File: src/rtl/core/washer_cycle_sequencer_macros.svh
// Assertion macros for the washer cycle sequencer RTL.
// No dependencies; included by modules that carry concurrent assertions.
`ifndef WASHER_CYCLE_SEQUENCER_MACROS_SVH
`define WASHER_CYCLE_SEQUENCER_MACROS_SVH

// same-cycle implication
`define WCS_ASSERT_NOW(lbl, clk, rst_n, a, c, msg) \
  lbl: assert property (@(posedge clk) disable iff (!rst_n) (a) |-> (c)) else $error(msg);

// next-cycle implication
`define WCS_ASSERT_NEXT(lbl, clk, rst_n, a, c, msg) \
  lbl: assert property (@(posedge clk) disable iff (!rst_n) (a) |=> (c)) else $error(msg);

`endif

File: src/rtl/core/wcs_pkg.sv
// Shared types and constants for the washer cycle sequencer.
// No dependencies; used by the top level.
`default_nettype none

package wcs_pkg;

  localparam int TIMER_BITS_DEF = 16;
  localparam int TIME_W         = 16;
  localparam int REP_W          = 4;
  localparam int EL_W           = 10;
  localparam int CFG_IDX_W      = 3;
  localparam int DRV_W          = 5;

  localparam logic [TIME_W-1:0] FILL_TIME_DEF  = 16'd3000;
  localparam logic [TIME_W-1:0] DET_TIME_DEF   = 16'd2000;
  localparam logic [TIME_W-1:0] WASH_TIME_DEF  = 16'd5000;
  localparam logic [TIME_W-1:0] DRAIN_TIME_DEF = 16'd5000;
  localparam logic [REP_W-1:0]  REPEATS_DEF    = 4'd5;

  localparam int DRV_WATER = 0;
  localparam int DRV_DET   = 1;
  localparam int DRV_DRAIN = 2;
  localparam int DRV_CW    = 3;
  localparam int DRV_CCW   = 4;

  typedef enum logic [2:0] {
    PH_WAIT  = 3'd0,
    PH_FILL  = 3'd1,
    PH_DET   = 3'd2,
    PH_RIGHT = 3'd3,
    PH_LEFT  = 3'd4,
    PH_DRAIN = 3'd5
  } phase_t;

  typedef enum logic [1:0] {
    MODE_COMPLETE = 2'd0,
    MODE_RINSE    = 2'd1,
    MODE_DRY      = 2'd2
  } mode_t;

  typedef enum logic [CFG_IDX_W-1:0] {
    CFG_FILL    = 3'd0,
    CFG_DET     = 3'd1,
    CFG_WASH    = 3'd2,
    CFG_DRAIN   = 3'd3,
    CFG_REPEATS = 3'd4
  } cfg_idx_t;

endpackage

`default_nettype wire

File: src/rtl/core/wcs_if.sv
// Channel interfaces of the washer cycle sequencer: tick input, drive result
// and register write. No dependencies.
`default_nettype none

interface wcs_in_if;
  logic       valid;
  logic       ready;
  logic       stop_pressed;
  logic       start_pressed;
  logic       sel_complete;
  logic       sel_rinse;
  logic       sel_dry;
  logic [9:0] elapsed_ms;

  modport source (output valid, stop_pressed, start_pressed, sel_complete, sel_rinse,
                  sel_dry, elapsed_ms, input ready);
  modport sink (input valid, stop_pressed, start_pressed, sel_complete, sel_rinse,
                sel_dry, elapsed_ms, output ready);
endinterface

interface wcs_out_if;
  logic       valid;
  logic       ready;
  logic       water_valve;
  logic       detergent_valve;
  logic       drain_valve;
  logic       motor_cw;
  logic       motor_ccw;
  logic [2:0] phase;
  logic [1:0] active_mode;
  logic       cycle_done;

  modport source (output valid, water_valve, detergent_valve, drain_valve, motor_cw,
                  motor_ccw, phase, active_mode, cycle_done, input ready);
  modport sink (input valid, water_valve, detergent_valve, drain_valve, motor_cw,
                motor_ccw, phase, active_mode, cycle_done, output ready);
endinterface

interface wcs_cfg_if;
  logic        valid;
  logic        ready;
  logic [2:0]  index;
  logic [15:0] wdata;

  modport source (output valid, index, wdata, input ready);
  modport sink (input valid, index, wdata, output ready);
endinterface

`default_nettype wire

File: src/rtl/core/washer_cycle_sequencer.sv
// Washer cycle sequencer top level: tick register, phase/mode state and result register.
// Depends on wcs_pkg, wcs_if.sv and washer_cycle_sequencer_macros.svh.
//
//   channel | dir | transaction
//   in_s    | in  | one tick: buttons, mode switches, elapsed_ms
//   out_s   | out | drives, phase, active_mode, cycle_done for that tick
//   cfg_s   | in  | register index and 16-bit write data
//
// Sustained rate is one transaction per cycle while out_s is ready; a tick passes through
// the tick register, then the phase/timer update that loads the result register.
// Synchronous reset clears state and reloads the register defaults.
// A stalled out_s holds its result; one more tick waits in the tick register.
// cfg_s is always ready.
`default_nettype none

module washer_cycle_sequencer #(
  parameter int TIMER_BITS = wcs_pkg::TIMER_BITS_DEF
) (
  input  wire logic  clk,
  input  wire logic  rst_n,
  wcs_in_if.sink     in_s,
  wcs_out_if.source  out_s,
  wcs_cfg_if.sink    cfg_s
);
  import wcs_pkg::*;
  `include "washer_cycle_sequencer_macros.svh"

  localparam int EXT_W = (TIMER_BITS > EL_W) ? TIMER_BITS : EL_W;
  localparam int SUM_W = EXT_W + 1;
  localparam int CMP_W = (TIMER_BITS > TIME_W) ? TIMER_BITS : TIME_W;
  localparam logic [SUM_W-1:0] TMAX = SUM_W'((64'd1 << TIMER_BITS) - 64'd1);

  logic [TIME_W-1:0] fill_time_r, det_time_r, wash_time_r, drain_time_r;
  logic [REP_W-1:0]  repeats_r;

  logic            in_vld_r;
  logic            in_stop_r, in_start_r, in_comp_r, in_rinse_r, in_dry_r;
  logic [EL_W-1:0] in_el_r;

  phase_t                phase_r, phase_nxt;
  mode_t                 mode_r, mode_nxt;
  logic [REP_W-1:0]      pair_r, pair_nxt;
  logic [TIMER_BITS-1:0] timer_r, timer_nxt;
  logic [DRV_W-1:0]      drive_r, drive_nxt;
  logic                  done_nxt;

  logic                  out_vld_r, done_r;
  logic [DRV_W-1:0]      out_drive_r;
  logic [2:0]            out_phase_r;
  logic [1:0]            out_mode_r;

  logic                  adv, in_take;
  logic [SUM_W-1:0]      timer_sum;
  logic [TIMER_BITS-1:0] timer_sat;
  logic                  to_fill, to_det, to_wash, to_drain;
  logic [DRV_W-1:0]      drv_right, drv_left, drv_det, drv_drain, drv_fill;

  assign adv     = in_vld_r && (!out_vld_r || out_s.ready);
  assign in_take = in_s.valid && in_s.ready;
  assign in_s.ready  = !in_vld_r || adv;
  assign cfg_s.ready = 1'b1;

  always_ff @(posedge clk) begin
    if (!rst_n) begin
      fill_time_r  <= FILL_TIME_DEF;
      det_time_r   <= DET_TIME_DEF;
      wash_time_r  <= WASH_TIME_DEF;
      drain_time_r <= DRAIN_TIME_DEF;
      repeats_r    <= REPEATS_DEF;
    end else if (cfg_s.valid) begin
      unique case (cfg_s.index)
        CFG_FILL:    fill_time_r  <= cfg_s.wdata;
        CFG_DET:     det_time_r   <= cfg_s.wdata;
        CFG_WASH:    wash_time_r  <= cfg_s.wdata;
        CFG_DRAIN:   drain_time_r <= cfg_s.wdata;
        CFG_REPEATS: repeats_r    <= cfg_s.wdata[REP_W-1:0];
        default: ;
      endcase
    end
  end

  always_ff @(posedge clk) begin
    if (!rst_n) begin
      in_vld_r <= 1'b0;
    end else if (in_take) begin
      in_vld_r <= 1'b1;
    end else if (adv) begin
      in_vld_r <= 1'b0;
    end
  end

  always_ff @(posedge clk) begin
    if (in_take) begin
      in_stop_r  <= in_s.stop_pressed;
      in_start_r <= in_s.start_pressed;
      in_comp_r  <= in_s.sel_complete;
      in_rinse_r <= in_s.sel_rinse;
      in_dry_r   <= in_s.sel_dry;
      in_el_r    <= in_s.elapsed_ms;
    end
  end

  assign timer_sum = SUM_W'(timer_r) + SUM_W'(in_el_r);
  assign timer_sat = (timer_sum > TMAX) ? {TIMER_BITS{1'b1}} : timer_sum[TIMER_BITS-1:0];
  assign to_fill   = CMP_W'(timer_sat) >= CMP_W'(fill_time_r);
  assign to_det    = CMP_W'(timer_sat) >= CMP_W'(det_time_r);
  assign to_wash   = CMP_W'(timer_sat) >= CMP_W'(wash_time_r);
  assign to_drain  = CMP_W'(timer_sat) >= CMP_W'(drain_time_r);

  always_comb begin
    drv_right = drive_r;
    drv_right[DRV_DET]   = 1'b0;
    drv_right[DRV_WATER] = 1'b0;
    drv_right[DRV_CCW]   = 1'b0;
    drv_right[DRV_CW]    = 1'b1;
    drv_left = drive_r;
    drv_left[DRV_CW]     = 1'b0;
    drv_left[DRV_CCW]    = 1'b1;
    drv_det = drive_r;
    drv_det[DRV_WATER]   = 1'b0;
    drv_det[DRV_DET]     = 1'b1;
    drv_drain = drive_r;
    drv_drain[DRV_CW]    = 1'b0;
    drv_drain[DRV_CCW]   = 1'b0;
    drv_drain[DRV_DRAIN] = 1'b1;
    drv_fill = drive_r;
    drv_fill[DRV_WATER]  = 1'b1;
  end

  always_comb begin
    phase_nxt = phase_r;
    mode_nxt  = mode_r;
    pair_nxt  = pair_r;
    timer_nxt = timer_sat;
    drive_nxt = drive_r;
    done_nxt  = 1'b0;
    if (in_stop_r) begin
      phase_nxt = PH_WAIT;
      drive_nxt = '0;
    end else begin
      if (phase_r == PH_WAIT) begin
        priority if (in_comp_r) begin
          mode_nxt = MODE_COMPLETE;
        end else if (in_rinse_r) begin
          mode_nxt = MODE_RINSE;
        end else if (in_dry_r) begin
          mode_nxt = MODE_DRY;
        end else begin
          mode_nxt = mode_r;
        end
      end
      unique case (phase_r)
        PH_WAIT: begin
          if (in_start_r) begin
            timer_nxt = '0;
            if (mode_nxt == MODE_DRY) begin
              pair_nxt  = '0;
              phase_nxt = PH_RIGHT;
              drive_nxt = drv_right;
            end else begin
              phase_nxt = PH_FILL;
              drive_nxt = drv_fill;
            end
          end
        end
        PH_FILL: begin
          if (to_fill && mode_r == MODE_COMPLETE) begin
            timer_nxt = '0;
            phase_nxt = PH_DET;
            drive_nxt = drv_det;
          end else if (to_fill && mode_r == MODE_RINSE) begin
            timer_nxt = '0;
            pair_nxt  = '0;
            phase_nxt = PH_RIGHT;
            drive_nxt = drv_right;
          end
        end
        PH_DET: begin
          if (to_det && mode_r == MODE_COMPLETE) begin
            timer_nxt = '0;
            pair_nxt  = '0;
            phase_nxt = PH_RIGHT;
            drive_nxt = drv_right;
          end
        end
        PH_RIGHT: begin
          if (to_wash) begin
            timer_nxt = '0;
            phase_nxt = PH_LEFT;
            drive_nxt = drv_left;
          end
        end
        PH_LEFT: begin
          if (to_wash) begin
            timer_nxt = '0;
            if (pair_r < repeats_r) begin
              pair_nxt  = pair_r + REP_W'(1);
              phase_nxt = PH_RIGHT;
              drive_nxt = drv_right;
            end else begin
              pair_nxt  = '0;
              phase_nxt = PH_DRAIN;
              drive_nxt = drv_drain;
            end
          end
        end
        PH_DRAIN: begin
          if (to_drain) begin
            phase_nxt = PH_WAIT;
            drive_nxt = '0;
            done_nxt  = 1'b1;
          end
        end
        default: ;
      endcase
    end
  end

  always_ff @(posedge clk) begin
    if (!rst_n) begin
      phase_r   <= PH_WAIT;
      mode_r    <= MODE_COMPLETE;
      pair_r    <= '0;
      timer_r   <= '0;
      drive_r   <= '0;
      out_vld_r <= 1'b0;
    end else begin
      if (adv) begin
        phase_r   <= phase_nxt;
        mode_r    <= mode_nxt;
        pair_r    <= pair_nxt;
        timer_r   <= timer_nxt;
        drive_r   <= drive_nxt;
        out_vld_r <= 1'b1;
      end else if (out_s.ready) begin
        out_vld_r <= 1'b0;
      end
    end
  end

  always_ff @(posedge clk) begin
    if (adv) begin
      out_drive_r <= drive_nxt;
      out_phase_r <= phase_nxt;
      out_mode_r  <= mode_nxt;
      done_r      <= done_nxt;
    end
  end

  assign out_s.valid           = out_vld_r;
  assign out_s.water_valve     = out_drive_r[DRV_WATER];
  assign out_s.detergent_valve = out_drive_r[DRV_DET];
  assign out_s.drain_valve     = out_drive_r[DRV_DRAIN];
  assign out_s.motor_cw        = out_drive_r[DRV_CW];
  assign out_s.motor_ccw       = out_drive_r[DRV_CCW];
  assign out_s.phase           = out_phase_r;
  assign out_s.active_mode     = out_mode_r;
  assign out_s.cycle_done      = done_r;

  `WCS_ASSERT_NOW(a_one_drive, clk, rst_n, 1'b1, $onehot0(drive_r), "more than one drive active")
  `WCS_ASSERT_NOW(a_wait_idle, clk, rst_n, phase_r == PH_WAIT, drive_r == '0, "drive on in wait")
  `WCS_ASSERT_NOW(a_done_wait, clk, rst_n, out_vld_r && done_r,
                  out_phase_r == 3'(PH_WAIT) && out_drive_r == '0, "done without return to wait")
  `WCS_ASSERT_NEXT(a_adv_out, clk, rst_n, adv, out_vld_r, "result lost after advance")
  `WCS_ASSERT_NEXT(a_hold_tick, clk, rst_n, in_vld_r && !adv, in_vld_r, "pending tick dropped")

endmodule

`default_nettype wire
File: src/flat_wrapper.sv
// flat-port wrapper written by rule: the top's interface ports become plain ports
module washer_cycle_sequencer_flat import wcs_pkg::*;
#(
  parameter int TIMER_BITS = wcs_pkg::TIMER_BITS_DEF
)
  (clk, rst_n, in_s_valid, in_s_stop_pressed, in_s_start_pressed, in_s_sel_complete, in_s_sel_rinse, in_s_sel_dry, in_s_elapsed_ms, in_s_ready, out_s_valid, out_s_water_valve, out_s_detergent_valve, out_s_drain_valve, out_s_motor_cw, out_s_motor_ccw, out_s_phase, out_s_active_mode, out_s_cycle_done, out_s_ready, cfg_s_valid, cfg_s_index, cfg_s_wdata, cfg_s_ready);
  wcs_in_if in_s_i ();
  wcs_out_if out_s_i ();
  wcs_cfg_if cfg_s_i ();
  input  wire logic clk;
  input  wire logic rst_n;
  input wire logic [$bits(in_s_i.valid)-1:0] in_s_valid;
  input wire logic [$bits(in_s_i.stop_pressed)-1:0] in_s_stop_pressed;
  input wire logic [$bits(in_s_i.start_pressed)-1:0] in_s_start_pressed;
  input wire logic [$bits(in_s_i.sel_complete)-1:0] in_s_sel_complete;
  input wire logic [$bits(in_s_i.sel_rinse)-1:0] in_s_sel_rinse;
  input wire logic [$bits(in_s_i.sel_dry)-1:0] in_s_sel_dry;
  input wire logic [$bits(in_s_i.elapsed_ms)-1:0] in_s_elapsed_ms;
  output wire logic [$bits(in_s_i.ready)-1:0] in_s_ready;
  output wire logic [$bits(out_s_i.valid)-1:0] out_s_valid;
  output wire logic [$bits(out_s_i.water_valve)-1:0] out_s_water_valve;
  output wire logic [$bits(out_s_i.detergent_valve)-1:0] out_s_detergent_valve;
  output wire logic [$bits(out_s_i.drain_valve)-1:0] out_s_drain_valve;
  output wire logic [$bits(out_s_i.motor_cw)-1:0] out_s_motor_cw;
  output wire logic [$bits(out_s_i.motor_ccw)-1:0] out_s_motor_ccw;
  output wire logic [$bits(out_s_i.phase)-1:0] out_s_phase;
  output wire logic [$bits(out_s_i.active_mode)-1:0] out_s_active_mode;
  output wire logic [$bits(out_s_i.cycle_done)-1:0] out_s_cycle_done;
  input wire logic [$bits(out_s_i.ready)-1:0] out_s_ready;
  input wire logic [$bits(cfg_s_i.valid)-1:0] cfg_s_valid;
  input wire logic [$bits(cfg_s_i.index)-1:0] cfg_s_index;
  input wire logic [$bits(cfg_s_i.wdata)-1:0] cfg_s_wdata;
  output wire logic [$bits(cfg_s_i.ready)-1:0] cfg_s_ready;
  assign in_s_i.valid = in_s_valid;
  assign in_s_i.stop_pressed = in_s_stop_pressed;
  assign in_s_i.start_pressed = in_s_start_pressed;
  assign in_s_i.sel_complete = in_s_sel_complete;
  assign in_s_i.sel_rinse = in_s_sel_rinse;
  assign in_s_i.sel_dry = in_s_sel_dry;
  assign in_s_i.elapsed_ms = in_s_elapsed_ms;
  assign in_s_ready = in_s_i.ready;
  assign out_s_valid = out_s_i.valid;
  assign out_s_water_valve = out_s_i.water_valve;
  assign out_s_detergent_valve = out_s_i.detergent_valve;
  assign out_s_drain_valve = out_s_i.drain_valve;
  assign out_s_motor_cw = out_s_i.motor_cw;
  assign out_s_motor_ccw = out_s_i.motor_ccw;
  assign out_s_phase = out_s_i.phase;
  assign out_s_active_mode = out_s_i.active_mode;
  assign out_s_cycle_done = out_s_i.cycle_done;
  assign out_s_i.ready = out_s_ready;
  assign cfg_s_i.valid = cfg_s_valid;
  assign cfg_s_i.index = cfg_s_index;
  assign cfg_s_i.wdata = cfg_s_wdata;
  assign cfg_s_ready = cfg_s_i.ready;
  washer_cycle_sequencer #(.TIMER_BITS(TIMER_BITS)) u_core (.clk(clk), .rst_n(rst_n), .in_s(in_s_i), .out_s(out_s_i), .cfg_s(cfg_s_i));
endmodule
File: config.mk
export PLATFORM = sky130hd
export DESIGN_NAME = washer_cycle_sequencer_flat
export DESIGN_NICKNAME = d
export VERILOG_FILES = /design/src/rtl/core/wcs_pkg.sv /design/src/rtl/core/wcs_if.sv /design/src/rtl/core/washer_cycle_sequencer.sv /design/src/flat_wrapper.sv
export VERILOG_INCLUDE_DIRS = /design/src /design/src/rtl/core
export SDC_FILE = /design/constraint.sdc
export NUM_CORES = 1
export LEC_CHECK = 0
export ABC_AREA = 1
export BUFFER_PORTS_ARGS = -buffer_cell sky130_fd_sc_hd__buf_4
export CORE_MARGIN = 1.5
export CORE_UTILIZATION = 60
export DETAILED_ROUTE_END_ITERATION = 16
export GPL_ROUTABILITY_DRIVEN = 0
export PLACE_DENSITY = 0.79
export SYNTH_ARGS = -nofsm -noshare
export SYNTH_HDL_FRONTEND = slang
export SYNTH_SLANG_ARGS = --single-unit
File: constraint.sdc
create_clock -name clk -period 5.1 [get_ports clk]
set_clock_uncertainty 0.15 [all_clocks]
set_input_delay 0.255 -clock clk [delete_from_list [all_inputs] [get_ports clk]]
set_output_delay 0.255 -clock clk [all_outputs]
set_load 0.03 [all_outputs]
# [After elaboration in Yosys (flattened, before gate mapping)]
# Index checks and enable logic that the tools add are counted.
[classes] addsub=2 n_lt_le_gt_ge=6 n_eq_ne=17 n_mux=49 bitwise=2 reduce_logical=23
[op_table] cell="$mux W16" n=7
[op_table] cell="$ge A16 B16 Y1" n=4
[op_table] cell="$pmux W16 S4" n=1
[op_table] cell="$mux W5" n=9
[op_table] cell="$mux W4" n=8
[op_table] cell="$pmux W5 S6" n=1
[op_table] cell="$mux W3" n=9
[op_table] cell="$pmux W3 S6" n=1
[op_table] cell="$add A16 B10 Y17" n=1
[op_table] cell="$gt A17 B16 Y1 const B" n=1
[op_table] cell="$pmux W4 S4" n=1
[op_table] cell="$mux W2" n=7
[op_table] cell="$eq A3 B2 Y1 const B" n=4
[op_table] cell="$reduce_and A2 Y1" n=5
[op_table] cell="$eq A3 B3 Y1 const B" n=3
[op_table] cell="$reduce_and A9 Y1" n=1
[op_table] cell="$ne A2 B1 Y1 const B" n=4
[op_table] cell="$eq A3 B1 Y1 const B" n=2
[op_table] cell="$logic_not A3 Y1" n=2
[op_table] cell="$logic_and A1 B1 Y1" n=5
[op_table] cell="$mux W1" n=5
[op_table] cell="$add A4 B1 Y4 const B" n=1
[op_table] cell="$lt A4 B4 Y1" n=1
[op_table] cell="$ne A2 B2 Y1 const B" n=2
[op_table] cell="other kinds (9)" n=14
[totals] ff_bits=126 output_inout_bits=14

# [Depth between registers and ports, before layout]
[depth] ltp_word=10 mapped_depth=34 ltp_nobuf=32

# [Worst setup path after synthesis]
# OpenSTA, ideal clock, no wires.
[synth_path] kind="register to register" startpoint="reg u_core.timer_r[0]" endpoint="reg u_core.timer_r[10]" arrival_ps=3387 required_time_ps=4880 setup_slack_ps=1492 path_stages_with_launch=33 path_buffers=2 period_less_slack_ps=3608 path_cell_list="dfxtp_1 -> ha_1 -> inv_1 -> fa_1 -> inv_1 -> nand3_1 -> nand2_1 -> a21oi_2 -> o21bai_2 -> nand2_1 -> inv_1 -> nand2_1 -> inv_2 -> nand2_2 -> buf_6 -> nand2_1 -> ha_1 -> nand2_1 -> inv_1 -> nand2_1 -> nand2_1 -> nor2_1 -> nand2_1 -> nand2_2 -> nand2_2 -> inv_2 -> nand2_1 -> nand3b_1 -> nor2_1 -> nor2_4 -> buf_6 -> nand2_1 -> a21oi_1"
[synth_between] elab_chain_cells=9 word_cells_on_any_way=16 cone_classes="add/sub: 1; order compare: 4; mux: 8; reduce/logical: 3"
[synth_rtl] item="start: declaration" line_no="washer_cycle_sequencer.sv:43" source="logic [TIMER_BITS-1:0] timer_r, timer_nxt;"
[synth_rtl] item="start signal: assignment" line_no="washer_cycle_sequencer.sv:232" source="timer_r <= timer_nxt;"
[synth_rtl] item="$add A16 B10 Y17 (*)" line_no="washer_cycle_sequencer.sv:103" source="assign timer_sum = SUM_W'(timer_r) + SUM_W'(in_el_r);"
[synth_rtl] item="$gt A17 B16 Y1" line_no="washer_cycle_sequencer.sv:104" source="assign timer_sat = (timer_sum > TMAX) ? {TIMER_BITS{1'b1}} : timer_sum[TIMER_BITS-1:0];"
[synth_rtl] item="$mux W16 (*)" line_no="washer_cycle_sequencer.sv:104"
[synth_rtl] item="$ge A16 B16 Y1" line_no="washer_cycle_sequencer.sv:105" source="assign to_fill = CMP_W'(timer_sat) >= CMP_W'(fill_time_r);"
[synth_rtl] item="$logic_and A1 B1 Y1" line_no="washer_cycle_sequencer.sv:171" source="end else if (to_fill && mode_r == MODE_RINSE) begin"
[synth_rtl] item="$mux W16" line_no="washer_cycle_sequencer.sv:171"
[synth_rtl] item="$mux W16" line_no="washer_cycle_sequencer.sv:167" source="if (to_fill && mode_r == MODE_COMPLETE) begin"
[synth_rtl] item="$pmux W16 S4" line_no="washer_cycle_sequencer.sv:152" source="unique case (phase_r)"
[synth_rtl] item="$mux W16 (*)" line_no="washer_cycle_sequencer.sv:137" source="if (in_stop_r) begin"
# Mark *: on every way between the ends. The rest lies on a longest branch, timed or not.
# A chain may end at the register's enable or synchronous reset.

# [Final worst setup path]
[layout_path] startpoint="reg u_core.timer_r[0]" endpoint="reg u_core.timer_r[8]"
# Same word-level chain as after synthesis.

==> results.md <==
* Worst-Margin Slew at ~1.0 ns
* Area growth, synth to finish at 18.9%
* Ys Warns at 0
* Pwr Density at 319 nW/um^2
* F_max at between 200 and 250 MHz
* Pins Over Slew Limit at 0
* Minimum clock period at approximately 4.4 ns
* Post-DRT Antenna Nets at 0
* Crit-path max cell delay at 0.38 ns
* CP max stage cell: fa_1
* Setup_tns at 0 ns
* CP max FO at 16
* Compound-cell area share of the yosys netlist at 17.2%
* Core area at 12000 sq um
* ANT cells at 0
* Outcome: complete, no violations
* Post-Synth Adder-Cell Area at 13.6%
* Vias at 6480
* MaxCap Viol Count at 0
* Top Metal Used: met4
* WL final at 17.1 mm
* Die Wd at 113 um
* Die Span Y at 113 um
* Pin count of the biggest net entering global routing at 75
* Asr flop ratio synth at 0%
* DR WL/cell at 14.1 um
* Fraction of layout cells with a size suffix above 1 at slightly above 10%
* Placement Rows at 40
* CTS max path bufs at 2
* Post-synth EDFFs at 26
* CP startpoint kind: flip-flop
* Final-report hold violation count at 0
* Skew-Pair Late Insertion Delay at 0.43 ns
* First-pass GRT wire length at 28.2 mm
* DIE AREA at between 10000 and 15000 sq um
* Post-Synth XOR/XNOR Area at 1.44%
* DR pass1 iterations at 6
* Initial antenna violation count at 0
* Met3 routed wirelength at 1.11 mm
* Largest family of logic cells by synthesized area: simple AND/OR/NAND/NOR gates
* Post-CTS Resized at 0
* # IOs at 53
* DRC viols at 0
* CTS tree: done
* Routed met1 length at just over 8 mm
* Post-synth top flop: dfxtp_1
* Max_slew headroom at 32.7%
* Routed vias/inst at around 5.3
* Clk pin slew, worst setup/hold paths at 0.06 ns
* Clock sink count at 126
* GR Overflow Total at 0
* WP data required at 5.30 ns
* Final worst path period share at a little under nine tenths
* CP endpoint kind: flip-flop
* Top cell by count, worst path: nand2_1
* Syn Area/Cell at 7.46 sq um
* Leak at 4.19 nW
* HPWL after DPL at 12.0 mm
* Hold WC Path Type: in2reg
* RSZ-0062 raised after global routing: no
* Hold_ws at 0.00547 ns
* Post-Syn Nets at 1096
* Port bufs at 51
* Mux cell area share after synthesis at 0%
* Yosys top cell area share at 27.4%
* Total track usage at 28.2%
* Max IR drop VDD at 0.218 mV
* Clk root buf: clkbuf_16
* CP arrival at about 4.6 ns
* Critical path start-end classification: reg2reg
* Distinct cells, synth at 40
* Met2 WL at 7.32 mm
* Initial DRC Count at about 540
* Synth Area in Simple Gates at 19.8%
* Seq/Total Area, Yosys at about two fifths
* Area contributors post-synth: dfxtp_1, ha_1, nand2_1
* Cts bufs inserted at 17
* # setup viols final at 0
* Starting Density at 61.0%
* Syn Inst Count at ~1000
* Total design power at about 2.8 mW
* Post-synthesis cell area at 7300 sq um
* Layout Nets at 1170
* Vias in the first global route at 6036
* Most area-hungry cell type in the Yosys netlist: dfxtp_1
* Flops & latches, synth at 126
* H-tree level count at 4
==> timing repair <==
item	in CTS	in global routing
hold buffers	32	0
setup buffers	0	0
hold endpoints to repair	60	0
==> per-stage QoR <==
step / area, sq um / std cells / utilization, % / setup WS (ns)
after CTS: 8680 / 1212 / 72.6 / 0.795
after detailed placement: 7750 / 1148 / 64.8 / 0.827
after floorplan: 7300 / 978 / - / 1.49
after global placement: 7750 / 1148 / 64.8 / 0.925
final: 8680 / 1212 / 72.6 / 0.739
after global routing: 8680 / 1212 / 72.6 / 0.245
==> Yosys cell counts, types with 2 or more instances <==
cell,number
a21o_1,2
a21oi_1,116
buf_6,2
clkbuf_1,24
dfxtp_1,100
edfxtp_1,26
ha_1,78
inv_1,149
inv_2,6
nand2_1,211
nand2_2,6
nand3_1,30
nand3b_1,4
nand4_1,13
nor2_1,56
nor2_2,3
nor2_4,2
nor3_1,11
o211ai_1,21
o21ai_0,88
xnor2_1,5
xor2_1,7
==> critical path, delay by kind of cell, from the launching register on <==
kind,cells,cell delay (ns)
flip-flops,1,0.33
buffers and inverters,6,0.41
adder cells (fa/ha/maj),3,0.92
AO/OA/AOI/OAI,4,0.74
AND/OR/NAND/NOR,17,1.73
==> report_power, final <==
part / internal (mW) / switching (mW) / total [mW]
registers: 1.06 / 0.0222 / 1.09
clock network: 0.750 / 0.459 / 1.21
logic: 0.177 / 0.295 / 0.472
==> logic make-up after synthesis <==
| logic type | count (synthesis) |
|---|---|
| AO/OA/AOI/OAI | 234 |
| XOR/XNOR | 12 |
| adder cells (fa/ha/maj) | 79 |
| buffers and inverters | 184 |
| flip-flops | 126 |
| other | 1 |
| AND/OR/NAND/NOR | 342 |
==> registers in the layout, indices dropped and copies added (netlist names), 2 cells and up <==
| name | cells |
|---|---|
| u_core.drain_time_r | 16 |
| u_core.drive_r | 5 |
| u_core.out_s.phase | 3 |
| u_core.out_s.active_mode | 2 |
| u_core.fill_time_r | 16 |
| u_core.in_el_r | 10 |
| u_core.pair_r | 4 |
| u_core.timer_r | 16 |
| u_core.repeats_r | 4 |
| u_core.det_time_r | 16 |
| u_core.phase_r | 3 |
| u_core.out_drive_r | 5 |
| u_core.mode_r | 2 |
| u_core.wash_time_r | 16 |
==> per-layer routing <==
layer / vias to the layer above / track usage [%]
met5: - / 0
met4: 0 / 10.9
met3: 41 / 6.11
met2: 213 / 43.6
met1: 2859 / 38.7
li1: 3367 / -
==> layout make-up <==
class,instances,area (sq um)
Inverter,155,582
Fill cell,947,3280
Clock buffer,22,539
Tap cell,147,184
Clock inverter,10,70.1
Multi-Input combinational cell,668,3810
Timing Repair Buffer,84,711
Sequential cell,126,2780
==> cells in the final DEF, fill, tap and decap left out, types with 2 or more instances in the layout <==
cell           count
xor2_1             7
clkbuf_16         21
o211ai_1          21
ha_1              78
clkinvlp_4         3
nand4_1           13
nand3b_1           4
buf_4             52
a21oi_1          116
inv_1            149
o21ai_0           88
dlygate4sd3_1     32
nor2_2             3
inv_2              6
nor2_1            56
clkinv_2           3
nand2_1          211
clkinv_4           2
nand3_1           30
nand2_2            6
nor3_1            11
xnor2_1            5
nor2_4             2
a21o_1             2
edfxtp_1          26
dfxtp_1          100
==> path summary, 6_finish.rpt <==
check | from | endpoint | slack [ns] | depth (start not counted)
setup / recovery | u_core.timer_r[0]$_SDFFE_PN0P_ | u_core.timer_r[8]$_SDFFE_PN0P_ | 0.74 | 30
hold / removal | cfg_s_wdata[1] | u_core.det_time_r[1]$_SDFFE_PN0P_ | 0.005 | 3
setup reg to reg | u_core.timer_r[0]$_SDFFE_PN0P_ | u_core.timer_r[8]$_SDFFE_PN0P_ | 0.74 | 30
hold reg to reg | u_core.wash_time_r[10]$_SDFFE_PN0P_ | u_core.wash_time_r[10]$_SDFFE_PN0P_ | 0.31 | 2
Note: power is estimated with default switching activity, not from simulation.
